--- src/rtl/csmc_pkg.sv ---
// ============================================================================
// csmc_pkg
// Shared types and constants for the complex scaled matrix copy block.
// ============================================================================
package csmc_pkg;

    localparam int CFG_DIM_W  = 13;   // row/col counts and strides
    localparam int SCALE_W    = 16;   // alpha parts, Q3.12
    localparam int SCALE_FRAC = 12;
    localparam int IDX_W      = 24;   // destination index in B
    localparam int CFG_IDX_W  = 3;
    localparam int CFG_DATA_W = 16;

    // register indexes of the configuration port
    typedef enum logic [CFG_IDX_W-1:0] {
        REG_ROW_MAJOR  = 3'd0,
        REG_TRANS_MODE = 3'd1,
        REG_ROW_COUNT  = 3'd2,
        REG_COL_COUNT  = 3'd3,
        REG_SRC_STRIDE = 3'd4,
        REG_DST_STRIDE = 3'd5,
        REG_SCALE_RE   = 3'd6,
        REG_SCALE_IM   = 3'd7
    } cfg_reg_t;

    // error codes reported with each result word
    typedef enum logic [2:0] {
        ERR_NONE       = 3'd0,
        ERR_ROWS_ZERO  = 3'd1,
        ERR_COLS_ZERO  = 3'd2,
        ERR_SRC_STRIDE = 3'd3,
        ERR_DST_STRIDE = 3'd4
    } err_code_t;

    // trans_mode bits: bit 0 conjugate, bit 1 transpose
    localparam int TM_CONJ_BIT  = 0;
    localparam int TM_TRANS_BIT = 1;

    localparam logic signed [SCALE_W-1:0] SCALE_RE_RESET = 16'sd4096;

    typedef struct packed {
        logic                        row_major;
        logic [1:0]                  trans_mode;
        logic [CFG_DIM_W-1:0]        row_count;
        logic [CFG_DIM_W-1:0]        col_count;
        logic [CFG_DIM_W-1:0]        src_stride;
        logic [CFG_DIM_W-1:0]        dst_stride;
        logic signed [SCALE_W-1:0]   scale_re;
        logic signed [SCALE_W-1:0]   scale_im;
    } cfg_t;

endpackage

--- src/rtl/csmc_cfg_regs.sv ---
// ============================================================================
// csmc_cfg_regs
// Configuration register file and argument check.
// ============================================================================
module csmc_cfg_regs (
    input  logic                                 aclk,
    input  logic                                 aresetn,
    input  logic                                 cfg_valid,
    output logic                                 cfg_ready,
    input  logic [csmc_pkg::CFG_IDX_W-1:0]       cfg_index,
    input  logic [csmc_pkg::CFG_DATA_W-1:0]      cfg_data,
    output csmc_pkg::cfg_t                       cfg,
    output csmc_pkg::err_code_t                  err
);

    csmc_pkg::cfg_t cfg_reg;
    csmc_pkg::cfg_t cfg_next;

    logic                              trans;
    logic [csmc_pkg::CFG_DIM_W-1:0]    src_need;
    logic [csmc_pkg::CFG_DIM_W-1:0]    dst_need;

    assign cfg_ready = 1'b1;
    assign cfg       = cfg_reg;

    always_comb begin
        cfg_next = cfg_reg;
        if (cfg_valid) begin
            unique case (csmc_pkg::cfg_reg_t'(cfg_index))
                csmc_pkg::REG_ROW_MAJOR:  cfg_next.row_major  = cfg_data[0];
                csmc_pkg::REG_TRANS_MODE: cfg_next.trans_mode = cfg_data[1:0];
                csmc_pkg::REG_ROW_COUNT:
                    cfg_next.row_count  = cfg_data[csmc_pkg::CFG_DIM_W-1:0];
                csmc_pkg::REG_COL_COUNT:
                    cfg_next.col_count  = cfg_data[csmc_pkg::CFG_DIM_W-1:0];
                csmc_pkg::REG_SRC_STRIDE:
                    cfg_next.src_stride = cfg_data[csmc_pkg::CFG_DIM_W-1:0];
                csmc_pkg::REG_DST_STRIDE:
                    cfg_next.dst_stride = cfg_data[csmc_pkg::CFG_DIM_W-1:0];
                csmc_pkg::REG_SCALE_RE:   cfg_next.scale_re   = $signed(cfg_data);
                csmc_pkg::REG_SCALE_IM:   cfg_next.scale_im   = $signed(cfg_data);
                default: ;
            endcase
        end
    end

    always_ff @(posedge aclk) begin
        if (!aresetn) begin
            cfg_reg.row_major  <= 1'b0;
            cfg_reg.trans_mode <= '0;
            cfg_reg.row_count  <= '0;
            cfg_reg.col_count  <= '0;
            cfg_reg.src_stride <= '0;
            cfg_reg.dst_stride <= '0;
            cfg_reg.scale_re   <= csmc_pkg::SCALE_RE_RESET;
            cfg_reg.scale_im   <= '0;
        end else begin
            cfg_reg <= cfg_next;
        end
    end

    // stride needs: A follows storage order, B swaps in transposed modes
    assign trans    = cfg_reg.trans_mode[csmc_pkg::TM_TRANS_BIT];
    assign src_need = cfg_reg.row_major ? cfg_reg.col_count : cfg_reg.row_count;
    assign dst_need = (cfg_reg.row_major ^ trans) ? cfg_reg.col_count
                                                  : cfg_reg.row_count;

    // dst stride check overrides all others
    always_comb begin
        priority if (cfg_reg.dst_stride < dst_need) err = csmc_pkg::ERR_DST_STRIDE;
        else if (cfg_reg.row_count == '0)           err = csmc_pkg::ERR_ROWS_ZERO;
        else if (cfg_reg.col_count == '0)           err = csmc_pkg::ERR_COLS_ZERO;
        else if (cfg_reg.src_stride < src_need)     err = csmc_pkg::ERR_SRC_STRIDE;
        else                                        err = csmc_pkg::ERR_NONE;
    end

endmodule

--- src/rtl/csmc_pos_ctr.sv ---
// ============================================================================
// csmc_pos_ctr
// Outer/inner loop position counters over the elements of A.
// ============================================================================
module csmc_pos_ctr #(
    parameter int MAX_DIM = 4096
) (
    input  logic                                 aclk,
    input  logic                                 aresetn,
    input  csmc_pkg::cfg_t                       cfg,
    input  logic                                 advance,
    output logic [((MAX_DIM > 1) ? $clog2(MAX_DIM) : 1)-1:0] outer_cur,
    output logic [((MAX_DIM > 1) ? $clog2(MAX_DIM) : 1)-1:0] inner_cur,
    output logic                                 last
);

    localparam int POS_W = (MAX_DIM > 1) ? $clog2(MAX_DIM) : 1;
    localparam int NW    = (POS_W + 1 > csmc_pkg::CFG_DIM_W) ? POS_W + 1
                                                             : csmc_pkg::CFG_DIM_W;
    localparam logic [NW-1:0] MAX_N = NW'(MAX_DIM);

    logic [POS_W-1:0] outer_reg, outer_next;
    logic [POS_W-1:0] inner_reg, inner_next;

    logic [NW-1:0] row_n, col_n, n_outer, n_inner;
    logic [NW-1:0] outer_inc, inner_inc;
    logic          inner_wrap, outer_wrap;

    assign row_n = (NW'(cfg.row_count) > MAX_N) ? MAX_N : NW'(cfg.row_count);
    assign col_n = (NW'(cfg.col_count) > MAX_N) ? MAX_N : NW'(cfg.col_count);
    assign n_outer = cfg.row_major ? row_n : col_n;
    assign n_inner = cfg.row_major ? col_n : row_n;

    // a position left beyond a shrunken count restarts at zero
    assign outer_cur = (NW'(outer_reg) >= n_outer) ? '0 : outer_reg;
    assign inner_cur = (NW'(inner_reg) >= n_inner) ? '0 : inner_reg;

    assign outer_inc  = NW'(outer_cur) + NW'(1);
    assign inner_inc  = NW'(inner_cur) + NW'(1);
    assign inner_wrap = !(inner_inc < n_inner);
    assign outer_wrap = !(outer_inc < n_outer);
    assign last       = (outer_inc == n_outer) && (inner_inc == n_inner);

    always_comb begin
        outer_next = outer_reg;
        inner_next = inner_reg;
        if (advance) begin
            if (!inner_wrap) begin
                inner_next = inner_inc[POS_W-1:0];
                outer_next = outer_cur;
            end else begin
                inner_next = '0;
                outer_next = outer_wrap ? '0 : outer_inc[POS_W-1:0];
            end
        end
    end

    always_ff @(posedge aclk) begin
        if (!aresetn) begin
            outer_reg <= '0;
            inner_reg <= '0;
        end else begin
            outer_reg <= outer_next;
            inner_reg <= inner_next;
        end
    end

endmodule

--- src/rtl/csmc_cmul.sv ---
// ============================================================================
// csmc_cmul
// Complex multiply by Q3.12 alpha with optional conjugate, round and saturate.
// ============================================================================
module csmc_cmul #(
    parameter int DATA_WIDTH = 16
) (
    input  logic signed [DATA_WIDTH-1:0]             a_re,
    input  logic signed [DATA_WIDTH-1:0]             a_im,
    input  logic                                     conj,
    input  logic signed [csmc_pkg::SCALE_W-1:0]      scale_re,
    input  logic signed [csmc_pkg::SCALE_W-1:0]      scale_im,
    output logic signed [DATA_WIDTH-1:0]             p_re,
    output logic signed [DATA_WIDTH-1:0]             p_im
);

    localparam int EW = DATA_WIDTH + 1;           // room to negate the minimum
    localparam int PW = EW + csmc_pkg::SCALE_W;
    localparam int SW = PW + 1;
    localparam int RW = SW - csmc_pkg::SCALE_FRAC;
    localparam logic signed [SW-1:0] HALF = SW'(1) <<< (csmc_pkg::SCALE_FRAC - 1);

    logic signed [EW-1:0] er, ei;
    logic signed [PW-1:0] rr, ii, ri, ir;
    logic signed [SW-1:0] sum_re, sum_im;
    logic signed [RW-1:0] rnd_re, rnd_im;

    function automatic logic signed [DATA_WIDTH-1:0] sat(input logic signed [RW-1:0] v);
        logic signed [DATA_WIDTH-1:0] r;
        // in range when all bits above the result's sign match it
        if (v[RW-1:DATA_WIDTH-1] == '0 || v[RW-1:DATA_WIDTH-1] == '1)
            r = v[DATA_WIDTH-1:0];
        else if (v[RW-1])
            r = {1'b1, {(DATA_WIDTH-1){1'b0}}};
        else
            r = {1'b0, {(DATA_WIDTH-1){1'b1}}};
        return r;
    endfunction

    assign er = EW'(a_re);
    assign ei = conj ? -EW'(a_im) : EW'(a_im);

    assign rr = PW'(scale_re) * PW'(er);
    assign ii = PW'(scale_im) * PW'(ei);
    assign ri = PW'(scale_re) * PW'(ei);
    assign ir = PW'(scale_im) * PW'(er);

    assign sum_re = SW'(rr) - SW'(ii) + HALF;
    assign sum_im = SW'(ri) + SW'(ir) + HALF;

    // arithmetic shift floors, so halves round up
    assign rnd_re = RW'(sum_re >>> csmc_pkg::SCALE_FRAC);
    assign rnd_im = RW'(sum_im >>> csmc_pkg::SCALE_FRAC);

    assign p_re = sat(rnd_re);
    assign p_im = sat(rnd_im);

endmodule

--- src/rtl/complex_scaled_matrix_copy.sv ---
// ============================================================================
// complex_scaled_matrix_copy
// Streaming complex scaled matrix copy: B = alpha * op(A), one word a cycle unless m_ready stalls.
// ============================================================================
// Elements of A enter on the s_ channel in storage order (columns outer for
// column-major, rows outer for row-major). Each word is optionally conjugated,
// multiplied by the complex Q3.12 alpha, rounded half-up and saturated to
// Q0.15, and leaves on the m_ channel with its element index in B (straight
// or transposed per trans_mode) and a flag on the final element. Throughput
// is one word per cycle unless m_ready stalls it; two register stages: an
// input stage that captures the element and its loop position, and a result
// stage fed by the complex multiplier and the index multiplier. A result word
// passes the input stage, then the result stage, and stalls only on m_ready.
// Argument checks run on the live register values; on error each input word
// still yields one result word with write_ok low, the error code set, all
// other fields zero, and the loop position held. Configuration words are
// always accepted (cfg_ready is tied high) and must only be written while the
// pipeline is empty.
// ============================================================================
module complex_scaled_matrix_copy #(
    parameter int MAX_DIM    = 4096,
    parameter int DATA_WIDTH = 16
) (
    input  logic                                 aclk,
    input  logic                                 aresetn,

    // configuration write channel
    input  logic                                 cfg_valid,
    output logic                                 cfg_ready,
    input  logic [csmc_pkg::CFG_IDX_W-1:0]       cfg_index,
    input  logic [csmc_pkg::CFG_DATA_W-1:0]      cfg_data,

    // element input channel
    input  logic                                 s_valid,
    output logic                                 s_ready,
    input  logic signed [DATA_WIDTH-1:0]         s_elem_re,
    input  logic signed [DATA_WIDTH-1:0]         s_elem_im,

    // result channel
    output logic                                 m_valid,
    input  logic                                 m_ready,
    output logic signed [DATA_WIDTH-1:0]         m_out_re,
    output logic signed [DATA_WIDTH-1:0]         m_out_im,
    output logic [csmc_pkg::IDX_W-1:0]           m_dest_index,
    output logic                                 m_write_ok,
    output logic [2:0]                           m_error_code,
    output logic                                 m_last_elem
);

    localparam int POS_W = (MAX_DIM > 1) ? $clog2(MAX_DIM) : 1;
    localparam int MW    = 32;   // index product width before truncation

    csmc_pkg::cfg_t      cfg;
    csmc_pkg::err_code_t err;

    // handshake
    logic s_accept;
    logic out_free;      // result register can load this cycle
    logic s1_advance;    // input stage moves into result stage

    // loop position from the counters
    logic [POS_W-1:0] outer_cur, inner_cur;
    logic             last_cur;

    // input stage
    logic                         s1_valid_reg, s1_valid_next;
    logic signed [DATA_WIDTH-1:0] s1_re_reg, s1_im_reg;
    logic [POS_W-1:0]             s1_outer_reg, s1_inner_reg;
    logic                         s1_last_reg;
    csmc_pkg::err_code_t          s1_err_reg;

    // result-stage logic
    logic signed [DATA_WIDTH-1:0] p_re, p_im;
    logic [MW-1:0]                idx_full;
    logic                         s1_ok;

    // result stage
    logic                         m_valid_reg, m_valid_next;
    logic signed [DATA_WIDTH-1:0] m_re_reg, m_im_reg;
    logic [csmc_pkg::IDX_W-1:0]   m_idx_reg;
    logic                         m_ok_reg, m_last_reg;
    csmc_pkg::err_code_t          m_err_reg;

    csmc_cfg_regs u_cfg (
        .aclk      (aclk),
        .aresetn   (aresetn),
        .cfg_valid (cfg_valid),
        .cfg_ready (cfg_ready),
        .cfg_index (cfg_index),
        .cfg_data  (cfg_data),
        .cfg       (cfg),
        .err       (err)
    );

    // result register loads when empty or being drained
    assign out_free   = !m_valid_reg || m_ready;
    assign s1_advance = s1_valid_reg && out_free;
    assign s_ready    = !s1_valid_reg || out_free;
    assign s_accept   = s_valid && s_ready;

    // positions only move on words that pass the argument checks
    csmc_pos_ctr #(
        .MAX_DIM (MAX_DIM)
    ) u_pos (
        .aclk      (aclk),
        .aresetn   (aresetn),
        .cfg       (cfg),
        .advance   (s_accept && (err == csmc_pkg::ERR_NONE)),
        .outer_cur (outer_cur),
        .inner_cur (inner_cur),
        .last      (last_cur)
    );

    always_comb begin
        s1_valid_next = s1_valid_reg;
        if (s_accept)
            s1_valid_next = 1'b1;
        else if (s1_advance)
            s1_valid_next = 1'b0;
    end

    always_ff @(posedge aclk) begin
        if (!aresetn) begin
            s1_valid_reg <= 1'b0;
        end else begin
            s1_valid_reg <= s1_valid_next;
        end
    end

    always_ff @(posedge aclk) begin
        if (s_accept) begin
            s1_re_reg    <= s_elem_re;
            s1_im_reg    <= s_elem_im;
            s1_outer_reg <= outer_cur;
            s1_inner_reg <= inner_cur;
            s1_last_reg  <= last_cur;
            s1_err_reg   <= err;
        end
    end

    csmc_cmul #(
        .DATA_WIDTH (DATA_WIDTH)
    ) u_cmul (
        .a_re     (s1_re_reg),
        .a_im     (s1_im_reg),
        .conj     (cfg.trans_mode[csmc_pkg::TM_CONJ_BIT]),
        .scale_re (cfg.scale_re),
        .scale_im (cfg.scale_im),
        .p_re     (p_re),
        .p_im     (p_im)
    );

    // B index: transposed modes swap which position is scaled by the stride
    always_comb begin
        if (cfg.trans_mode[csmc_pkg::TM_TRANS_BIT])
            idx_full = MW'(s1_inner_reg) * MW'(cfg.dst_stride) + MW'(s1_outer_reg);
        else
            idx_full = MW'(s1_outer_reg) * MW'(cfg.dst_stride) + MW'(s1_inner_reg);
    end

    assign s1_ok = (s1_err_reg == csmc_pkg::ERR_NONE);

    always_comb begin
        m_valid_next = m_valid_reg;
        if (s1_advance)
            m_valid_next = 1'b1;
        else if (m_ready)
            m_valid_next = 1'b0;
    end

    always_ff @(posedge aclk) begin
        if (!aresetn) begin
            m_valid_reg <= 1'b0;
        end else begin
            m_valid_reg <= m_valid_next;
        end
    end

    // error words carry zeros in every payload field but the code
    always_ff @(posedge aclk) begin
        if (s1_advance) begin
            m_re_reg   <= s1_ok ? p_re : '0;
            m_im_reg   <= s1_ok ? p_im : '0;
            m_idx_reg  <= s1_ok ? idx_full[csmc_pkg::IDX_W-1:0] : '0;
            m_ok_reg   <= s1_ok;
            m_last_reg <= s1_ok && s1_last_reg;
            m_err_reg  <= s1_err_reg;
        end
    end

    assign m_valid      = m_valid_reg;
    assign m_out_re     = m_re_reg;
    assign m_out_im     = m_im_reg;
    assign m_dest_index = m_idx_reg;
    assign m_write_ok   = m_ok_reg;
    assign m_error_code = m_err_reg;
    assign m_last_elem  = m_last_reg;

endmodule
--- config.mk ---
export PLATFORM = sky130hd
export DESIGN_NAME = complex_scaled_matrix_copy
export DESIGN_NICKNAME = d
export VERILOG_FILES = /design/src/rtl/csmc_pkg.sv /design/src/rtl/csmc_cfg_regs.sv /design/src/rtl/csmc_pos_ctr.sv /design/src/rtl/csmc_cmul.sv /design/src/rtl/complex_scaled_matrix_copy.sv
export SDC_FILE = /design/constraint.sdc
export NUM_CORES = 2
export LEC_CHECK = 0
export ABC_AREA = 1
export BUFFER_PORTS_ARGS = -buffer_cell sky130_fd_sc_hd__buf_2
export CAP_MARGIN = 20
export CORE_ASPECT_RATIO = 1.5
export CORE_MARGIN = 8
export CORE_UTILIZATION = 23
export DETAILED_ROUTE_END_ITERATION = 6
export SYNTH_ARGS = -nofsm -noshare
export SYNTH_HDL_FRONTEND = slang
export SYNTH_HIERARCHICAL = 1
export SYNTH_SLANG_ARGS = --single-unit
export TNS_END_PERCENT = 1
--- constraint.sdc ---
create_clock -name aclk -period 12.5 [get_ports aclk]
set_input_delay 0.625 -clock aclk [delete_from_list [all_inputs] [get_ports aclk]]
set_output_delay 0.625 -clock aclk [all_outputs]
set_load 0.02 [all_outputs]
==> out/qor.txt <==
Outcome - finished, final reports clean
Post-synthesis sequential area ratio - 0.0875
Floorplan die width - 458 um
Element type at the critical path end - flip-flop
Switching power - 8.56 mW
HP Class - in2reg
Max-slew violation total from the final report - 0
Clock tree from TritonCTS - built
Worst path most repeated cell - nand2_1
Post-Route WL - 213,000 um
Reg-to-reg critical path startpoint - s1_im_reg[0]
Worst hold margin - 127 ps
Biggest cell delay along the critical path - 670 ps
Post-layout minimum cycle time - 10,170 ps
Synthesis-to-finish area growth - 8.52%
Leading area contributor after synthesis - fa_1
Vertical extent of the die - 679 um
Startpoint type of the worst setup path - flip-flop
Placed instance area - 0.0721 mm^2
Die area - 0.311 mm^2
Synth Area per Inst - 7.86 um^2
Worst Hold Depth - 1
Gates resized, CTS repair - 0
Detailed Route Iter0 Violations - 2,869
Routability congestion estimate from global placement - 0.893
Row count - 243
Cell area after technology mapping - 0.0673 mm^2
Leakage power figure - 38.4 nW
Largest delay share family, worst path - adder cells
Largest net degree at the start of global routing - 95
Data arrival, critical path - 10,550 ps
Count of final hold-check violations - 0
Count of distinct cell types in the synthesized netlist - 57
Startpoint of the most critical hold path - s_elem_re[8]
Proportion of power drawn by the clock network - 0.065
Maximum clock skew at final layout - 32.6 ps
Net count after synthesis - 10,600
Inserted Clock Buffers - 31
Detailed placer's ending HPWL - 171,000 um
Vias per cell - 4.31
Final setup violating endpoints - 0
Unrepaired setup endpoints after global routing - false
Depth of the worst register-to-register path - 37
Layout cell share with drive strength beyond 1 - 0.0423
Combined buffer and inverter count along the critical path - 8
Leading cell type in the layout, fill and taps excluded - inv_1
Number of nets with antenna violations after detailed routing - 0
Post-synth EDFFs - 121
Count of buffers added by post-CTS timing repair for setup - 0
Fraction of power spent switching nets - 0.607
Number of flip-flops in the largest register - 87
Deepest level of the CTS H-tree - 1
Hold-fix buffers at CTS - 0
Cell at the root of the clock tree - clkbuf_16
Synth warn - 6
Highest clock frequency the design can meet - 98.3 MHz
Worst-margin pin slew - 1100 ps
GR Util All Layers - 0.137
Global-route wire length before repair - 331,000 um
Internal Pwr Total - 5.55 mW
Setup TNS - 0 ps
Total via count in the routed design - 53,200
Leading post-synthesis cells by cell area - fa_1, inv_1, nand2_1
Number of detailed-routing iterations run before antenna repair - 6
Starting density of the core - 0.231
Flops & latches, synth - 234
Slowest library cell on the worst path - fa_1
Final standard cell area without fillers - 0.0731 mm^2
Worst slew margin relative to its limit - 0.266
Synth async-reset ratio - 0
Vias in the first global route - 57,900
Remaining global-route overflow - 0
Maximum clock insertion buffer count - 3
Area of the core - 0.292 mm^2
End point of the most critical hold path - s1_re_reg[8]
Worst IR drop on VDD - 0.392 mV
Wire length per cell - 17.3 um
Final nets - 10,500
Worst-path clk slew - 60 ps
R2r setup slk - 2330 ps
Leading cell types in the layout, fill and taps excluded - inv_1, nand2_1, fa_1
Power per cell area - 193 mW/mm^2
Fillcell total - 31,700
Port bufs - 118
Clock insertion delay at the later pin of the skew report - 670 ps
Antenna violations before repair - 16
Sequential power share - 0.069
Leading register cell type out of synthesis - edfxtp_1
Fraction of power consumed by combinational cells - 0.866
Top-Level Pins - 120
Data required, critical path - 12,880 ps
Final period utilization - 0.814
R2r endpoint - m_out_re[14]
Synthesized netlist cell count - 8,565
Worst Setup Path Type - reg2reg
Maximum fanout along the worst path - 24
Clock Sink Count - 234
DRC violations left - 0
Top cell type's share of synthesized area - 0.432
Max-capacitance violation count - 0
## final cells by class
class	instances	area, um^2	share of cell area
clock inverters	22	206	0.00282
repair buffers	198	1190	0.0163
multi-input cells	5435	50500	0.690
diodes	5	12.5	0.000171
flip-flops and latches	234	5900	0.0807
clock buffers	36	805	0.0110
inverters	2602	9770	0.134
well taps	3797	4750	0.0650
## routing by layer
layer	vias up	track usage	routed length, um
met1	26600	0.140	72000
met2	1685	0.259	112000
met3	659	0.0172	10800
met4	12	0.0909	17900
met5	-	0	81
li1	24300	-	-
## worst reg2reg max path, delay by kind of cell, from the launching register on
kind	cells	cell delay, ps
adders and majority gates	10	4870
buffers and inverters	8	1350
and+or+nand+nor	15	2470
AOI/OAI and AO/OA	4	800
DFF	1	400
## cells in the mapped netlist, types with 3 or more instances
| master | instances |
|---|---|
| inv_1 | 2565 |
| nor4_1 | 10 |
| edfxtp_1 | 121 |
| a21oi_1 | 213 |
| nor3_1 | 26 |
| o21ai_2 | 6 |
| buf_2 | 15 |
| o21ai_0 | 185 |
| fa_1 | 1452 |
| buf_4 | 9 |
| ha_1 | 513 |
| a31oi_1 | 10 |
| nand4_1 | 40 |
| and2_1 | 3 |
| o21ai_1 | 16 |
| o21a_1 | 4 |
| dfxtp_1 | 113 |
| nand2_4 | 5 |
| nand2_1 | 1921 |
| nand2_2 | 17 |
| inv_2 | 20 |
| xor2_1 | 45 |
| nor2_1 | 675 |
| and3_1 | 6 |
| or2_2 | 6 |
| a21o_1 | 9 |
| nand3b_1 | 22 |
| a21oi_2 | 3 |
| buf_1 | 17 |
| nor2_4 | 8 |
| o21bai_1 | 15 |
| nand3_2 | 16 |
| clkbuf_1 | 239 |
| nor2_2 | 13 |
| clkinv_1 | 17 |
| nand3_1 | 146 |
| xnor2_1 | 22 |
| nor3_2 | 4 |
| buf_6 | 13 |
## cell families after synthesis
group,count (synthesis),share of synthesized area
buffers and inverters,2896,0.164
flip-flops,234,0.0875
XOR/XNOR,67,0.00871
AO/OA/AOI/OAI,474,0.0376
other,1,0.0000557
AND/OR/NAND/NOR,2928,0.176
adder cells (fa/ha/maj),1965,0.527
## how the worst max path moves through the flow
stage | start | cells after the start | slack (ps) | end
final | s1_im_reg[0] | 37 | 2330 | m_out_re[14]
after global routing | s1_im_reg[0] | 37 | 1730 | m_out_re[14]
after CTS | s1_im_reg[0] | 37 | 2390 | m_out_re[10]
after detailed placement | s1_im_reg[0] | 37 | 2390 | m_out_re[0]
after global placement | s1_im_reg[9] | 36 | 2480 | m_out_re[6]
after floorplan | s1_im_reg[0] | 41 | 3460 | m_out_re[11]
## power groups by stage
| stage | Clock (mW) | Combinational (mW) | Sequential (mW) |
|---|---|---|---|
| 5_1_grt | 0.977 | 13.9 | 0.982 |
| 4_1_cts | 0.956 | 12.4 | 0.981 |
| 3_3_place_gp | 0 | 12.3 | 0.998 |
| 2_1_floorplan | 0 | 8.62 | 0.982 |
| 3_5_place_dp | 0 | 12.3 | 0.998 |
| 6_report | 0.913 | 12.2 | 0.974 |
## stage by stage
step	utilization	setup slack (ps)	power (mW)	cells
finish	0.251	2330	14.1	12300
global route	0.251	1730	15.8	12300
CTS	0.251	2390	14.3	12300
detailed placement	0.247	2390	13.3	12300
global placement	0.247	2480	13.3	12300
floorplan	-	3460	9.60	8565
No activity file was read; power rests on OpenSTA's default activity.
